$ cat src/rtl/bsp_pkg.sv
// Package for the billboard sprite projection block.
// Holds fixed-point formats, datapath widths and register indexes.
// No dependencies.
package bsp_pkg;

  // Fixed-point formats of the input words
  localparam int COORD_FRAC_BITS = 8;
  localparam int VEC_FRAC_BITS   = 14;

  // Depth test: depth > 0.1  <=>  10 * b * 2^V > det * 2^C
  localparam int DEPTH_SHIFT = VEC_FRAC_BITS - COORD_FRAC_BITS;
  localparam int DEPTH_RATIO = 10 << DEPTH_SHIFT;

  // Divider widths: numerators below 2^46, divisors below 2^39,
  // quotients needed to 17 bits (sx saturates past that)
  localparam int NUM_W   = 46;
  localparam int DEN_W   = 39;
  localparam int Q_W     = 17;
  localparam int CMP_W   = DEN_W + Q_W;
  localparam int DIV_LAT = Q_W + 1;

  // Configuration registers
  localparam int SCR_W = 13;
  localparam logic [SCR_W-1:0] SCREEN_WIDTH_RESET  = 13'd640;
  localparam logic [SCR_W-1:0] SCREEN_HEIGHT_RESET = 13'd480;
  localparam logic REG_SCREEN_WIDTH  = 1'b0;
  localparam logic REG_SCREEN_HEIGHT = 1'b1;

endpackage

$ cat src/rtl/bsp_div.sv
// Pipelined restoring divider, one quotient bit per stage.
// Depends on bsp_pkg. Stage 0 registers the operands and the overflow flag.
module bsp_div (
  input  logic                      clk_i,
  input  logic                      en_i,
  input  logic [bsp_pkg::NUM_W-1:0] num_i,
  input  logic [bsp_pkg::DEN_W-1:0] den_i,
  output logic [bsp_pkg::Q_W-1:0]   quo_o,
  output logic                      ovf_o
);
  import bsp_pkg::*;

  logic [NUM_W-1:0] rem_q [Q_W+1];
  logic [DEN_W-1:0] den_q [Q_W+1];
  logic [Q_W-1:0]   quo_q [Q_W+1];
  logic             ovf_q [Q_W+1];

  logic [NUM_W-1:0] rem_d [Q_W];
  logic [Q_W-1:0]   quo_d [Q_W];
  logic             ovf_d;

  // overflow: quotient would not fit in Q_W bits
  always_comb begin
    ovf_d = ({{(CMP_W-NUM_W){1'b0}}, num_i} >=
             ({{(CMP_W-DEN_W){1'b0}}, den_i} << Q_W));
  end

  // one compare and subtract per stage
  always_comb begin
    logic [CMP_W-1:0] shd;
    logic             fits;
    for (int k = 0; k < Q_W; k++) begin
      shd  = {{(CMP_W-DEN_W){1'b0}}, den_q[k]} << (Q_W-1-k);
      fits = ({{(CMP_W-NUM_W){1'b0}}, rem_q[k]} >= shd);
      rem_d[k] = fits ? (rem_q[k] - shd[NUM_W-1:0]) : rem_q[k];
      quo_d[k] = quo_q[k];
      quo_d[k][Q_W-1-k] = fits;
    end
  end

  always_ff @(posedge clk_i) begin
    if (en_i) begin
      rem_q[0] <= num_i;
      den_q[0] <= den_i;
      quo_q[0] <= '0;
      ovf_q[0] <= ovf_d;
      for (int k = 0; k < Q_W; k++) begin
        rem_q[k+1] <= rem_d[k];
        den_q[k+1] <= den_q[k];
        quo_q[k+1] <= quo_d[k];
        ovf_q[k+1] <= ovf_q[k];
      end
    end
  end

  assign quo_o = quo_q[Q_W];
  assign ovf_o = ovf_q[Q_W];

endmodule

$ cat config.mk
export PLATFORM = sky130hd
export DESIGN_NAME = bsp_div
export DESIGN_NICKNAME = d
export VERILOG_FILES = /design/src/rtl/bsp_pkg.sv /design/src/rtl/bsp_div.sv
export SDC_FILE = /design/constraint.sdc
export NUM_CORES = 2
export LEC_CHECK = 0
export BUFFER_PORTS_ARGS = -buffer_cell sky130_fd_sc_hd__buf_2
export CAP_MARGIN = 20
export CELL_PAD_IN_SITES_DETAIL_PLACEMENT = 1
export CELL_PAD_IN_SITES_GLOBAL_PLACEMENT = 1
export CORE_MARGIN = 1.5
export CORE_UTILIZATION = 30
export CTS_BUF_LIST = sky130_fd_sc_hd__clkbuf_4 sky130_fd_sc_hd__clkbuf_8
export DETAILED_ROUTE_END_ITERATION = 6
export MAX_ROUTING_LAYER = met4
export PLACE_DENSITY = 0.51
export SLEW_MARGIN = 20
export SYNTH_ARGS = -nofsm -noshare
export SYNTH_HDL_FRONTEND = slang
export SYNTH_SLANG_ARGS = --single-unit
$ cat constraint.sdc
create_clock -name clk_i -period 6.05 [get_ports clk_i]
set_input_delay 0.9075 -clock clk_i [delete_from_list [all_inputs] [get_ports clk_i]]
set_output_delay 0.9075 -clock clk_i [all_outputs]
set_load 0.02 [all_outputs]
==> out/metrics.yaml <==
p_leak_nw: 40.68
finalSetupViolCount: 0
rows: 199
vias_per_cell: 4.787
synth_fp_nets: 8471
status: "completed"
period_minus_slack_ns: 4.934
cts_setup_buffers: 0
die_w_um: 547.4
internal_power_mw: 25.04
holdPathStages: 0
area.sequential_um2: 48530
gp_congestion: 0.9288
nNetsFinal: 8872
hold_path_startpoint: "ovf_q[13]$_DFFE_PP_"
grt_use_total: 0.1529
synth_cell_types: 90
final_hold_viol_count: 0
r2r-end: "rem_q[13][9]$_DFFE_PP_"
arrival_ns: 5.63
path_class: "flop to flop"
io_pins: 105
path_clk_slew_ns: 0.06
final_area_um2: 101400
root_buffer: "clkbuf_8"
die_h_um: 547.4
combPwrFrac: 0.302
gr-total-overflow: 0
ys_ff_latch: 1616
p_sw_frac: 0.3286
synth_edf_count: 1616
rr_startpoint: "rem_q[12][4]$_DFFE_PP_"
async_flop_share: 0
grt_max_degree: 154
tritoncts: "yes"
placed_area_um2: 94500
cp_data_required_time_ns: 6.74
ir_drop_v: 0.0001450
insertion_delay_ns: 0.99
r2r_cells: 15
seq_power_share: 0.410
final.setup.tns_ns: 0
max-slew-margin-rel: 0.1451
wire_per_inst_um: 18.29
dp_slack_ns: 1.061
cts_buffers: 313
wirelength_um: 224600
ctsResizeCount: 0
postCtsHoldBufs: 85
syn2layout_area_growth_pct: 14.07
finClkSkew_ns: 0.05578
nFillCells: 32150
ys_warn_count: 0
cp_max_fo: 27
p_clk_frac: 0.287
grt_antenna_before_repair: 3
portBuffers: 104
clock-sinks: 1616
cp-start-kind: "flop"
max_cap_violations: 0
ant_nets: 0
setup_slack_ns: 1.116
clk_path_buf_depth: 4
final_layout_size_suffix_gt1_frac: 0.1168
end_kind: "flop"
dieArea_um2: 299600
dr.pass1.iters: 5
rsz0062_at_grt: "false"
synth_flop_cell: "edfxtp_1"
htreeDepth: 5
drc: 0
dp_hpwl_um: 173600
grt_pass1_vias: 64980
drtIter0Drc: 1716
grt_pass1_wl_um: 354400
p_sw_mw: 12.25
worstHoldEndpoint: "ovf_q[14]$_DFFE_PP_"
slew_viol_final: 0
power.density_nw_per_um2: 367.7
fmax_mhz: 202.7
core_area_um2: 294300
tightest_slew_ns: 1.271
synthCells: 7721
ys_seq_area_frac: 0.5458
start_util: 0.3021
finalCritPeriodShare: 0.8156
syn_area_um2: 88910
r2r_slack_ns: 1.12
syn_area_per_cell_um2: 11.52
hold_path_class: "flop to flop"
multi_input_area_um2: 36730
vias: 58780
-- cell usage after synthesis, types with 13 or more instances --
master,number,share of area
edfxtp_1,1616,0.55
inv_1,811,0.034
a21oi_1,711,0.040
ha_1,647,0.091
nand2_1,473,0.020
nor2_1,438,0.018
o21ai_0,433,0.024
a21o_1,339,0.029
xnor2_1,311,0.031
mux2_2,231,0.029
xor2_1,206,0.020
clkbuf_1,126,0.0053
nand4_1,113,0.0080
nand3_1,103,0.0058
nor2b_1,95,0.0067
o21bai_1,83,0.0070
nand2b_1,78,0.0055
nor3_1,73,0.0041
nor4_1,63,0.0044
o21a_1,61,0.0052
and3_1,57,0.0040
a31oi_1,45,0.0032
a211oi_1,44,0.0037
buf_2,38,0.0021
o211ai_1,33,0.0028
o31ai_1,32,0.0027
and2_1,29,0.0020
mux2_1,28,0.0035
or3_1,23,0.0016
or2_2,18,0.0013
a41oi_1,17,0.0017
a21boi_0,16,0.0014
a311oi_1,16,0.0016
fa_1,16,0.0036
a31o_2,15,0.0015
mux2i_1,15,0.0017
a221oi_1,14,0.0014
o31a_1,14,0.0014
a2111oi_0,13,0.0013
buf_1,13,0.00055
-- placed cells by master, fill, tap and decap left out, drive strengths merged, types with 23 or more instances in the layout --
cell / n
nor2b: 95
clkbuf: 405
nand2: 473
mux2: 259
or3: 23
nand4: 113
and3: 57
nor2: 438
inv: 821
nor4: 63
o211ai: 36
nand3: 104
xor2: 206
o21bai: 83
a31oi: 46
ha: 647
nand2b: 78
a211oi: 47
buf: 181
o31ai: 36
xnor2: 311
and2: 31
a21o: 339
o21ai: 443
clkinv: 116
nor3: 73
o21a: 61
dlygate4sd3: 85
edfxtp: 1616
a21oi: 711
-- power by group through the flow --
stage / combinational, mW / sequential, mW / clock, mW
after floorplan: 8.23 / 15.1 / 0
after global placement: 11.1 / 15.5 / 0
after detailed placement: 11.3 / 15.5 / 0
after CTS: 11.4 / 15.3 / 11.3
after global routing: 12.7 / 15.5 / 11.7
final: 11.3 / 15.3 / 10.7
-- metal layers --
layer,share of wire,GRT usage,vias up
met2,0.52,0.2840,864
met5,0,-,-
met1,0.37,0.1445,28020
li1,-,-,29220
met4,0.081,0.1116,0
met3,0.026,0.01888,680
-- layout make-up --
class	count	area share
clock inverters	147	0.01002
multi-input cells	5113	0.3621
repair buffers	266	0.02122
diodes	1	0.00002467
flip-flops and latches	1616	0.4785
inverters	812	0.03005
well taps	3919	0.04835
clock buffers	405	0.04978
-- kinds of logic (layout without fill, tap and decap cells) --
logic type	count (synthesis)	after routing	synth area share
xor+xnor	517	517	0.05093
buf+inv	992	1630	0.04267
other cells	0	1	0
flops	1616	1616	0.5458
fa+ha+maj	663	663	0.09465
mux	274	274	0.03449
compound gates	2018	2018	0.1422
simple gates	1641	1641	0.08923
-- through the flow --
step	instances	util	hold WS, ns	total power [mW]
floorplan	7721	-	0.4003	23.33
global placement	11640	0.3211	0.4006	26.62
detailed placement	11640	0.3211	0.4052	26.80
CTS	12280	0.3446	0.3668	37.97
global route	12280	0.3446	0.4059	39.77
finish	12280	0.3446	0.3975	37.29
-- worst max-delay path, cell delays in order (launching register included) --
cell and delay (ns):
edfxtp_1 0.38, inv_1 0.08, ha_1 0.17, inv_1 0.06, fa_1 0.42, a211oi_1 0.31
o21bai_1 0.11, a21oi_1 0.29, a21oi_1 0.11, buf_4 0.18, a311oi_1 0.51, nand3_1 0.24
a41o_1 0.36, a2111oi_4 0.83, buf_12 0.25, mux2_2 0.35
-- state kept, by name, summed over array words and instances, names as in the netlist --
register	cells
den_q	663
rem_q	782
ovf_q	18
quo_q	153
-- worst max path at each step --
stage	start	endpoint	slack (ns)
3_5_place_dp	rem_q[12][4]$_DFFE_PP_	rem_q[13][5]$_DFFE_PP_	1.06
2_1_floorplan	rem_q[12][4]$_DFFE_PP_	rem_q[13][5]$_DFFE_PP_	2.36
6_report	rem_q[12][4]$_DFFE_PP_	rem_q[13][9]$_DFFE_PP_	1.12
5_1_grt	rem_q[9][23]$_DFFE_PP_	rem_q[10][39]$_DFFE_PP_	0.84
3_3_place_gp	rem_q[12][4]$_DFFE_PP_	rem_q[13][45]$_DFFE_PP_	0.95
4_1_cts	rem_q[12][4]$_DFFE_PP_	rem_q[13][9]$_DFFE_PP_	1.03
No activity file was read; power rests on OpenSTA's default activity.
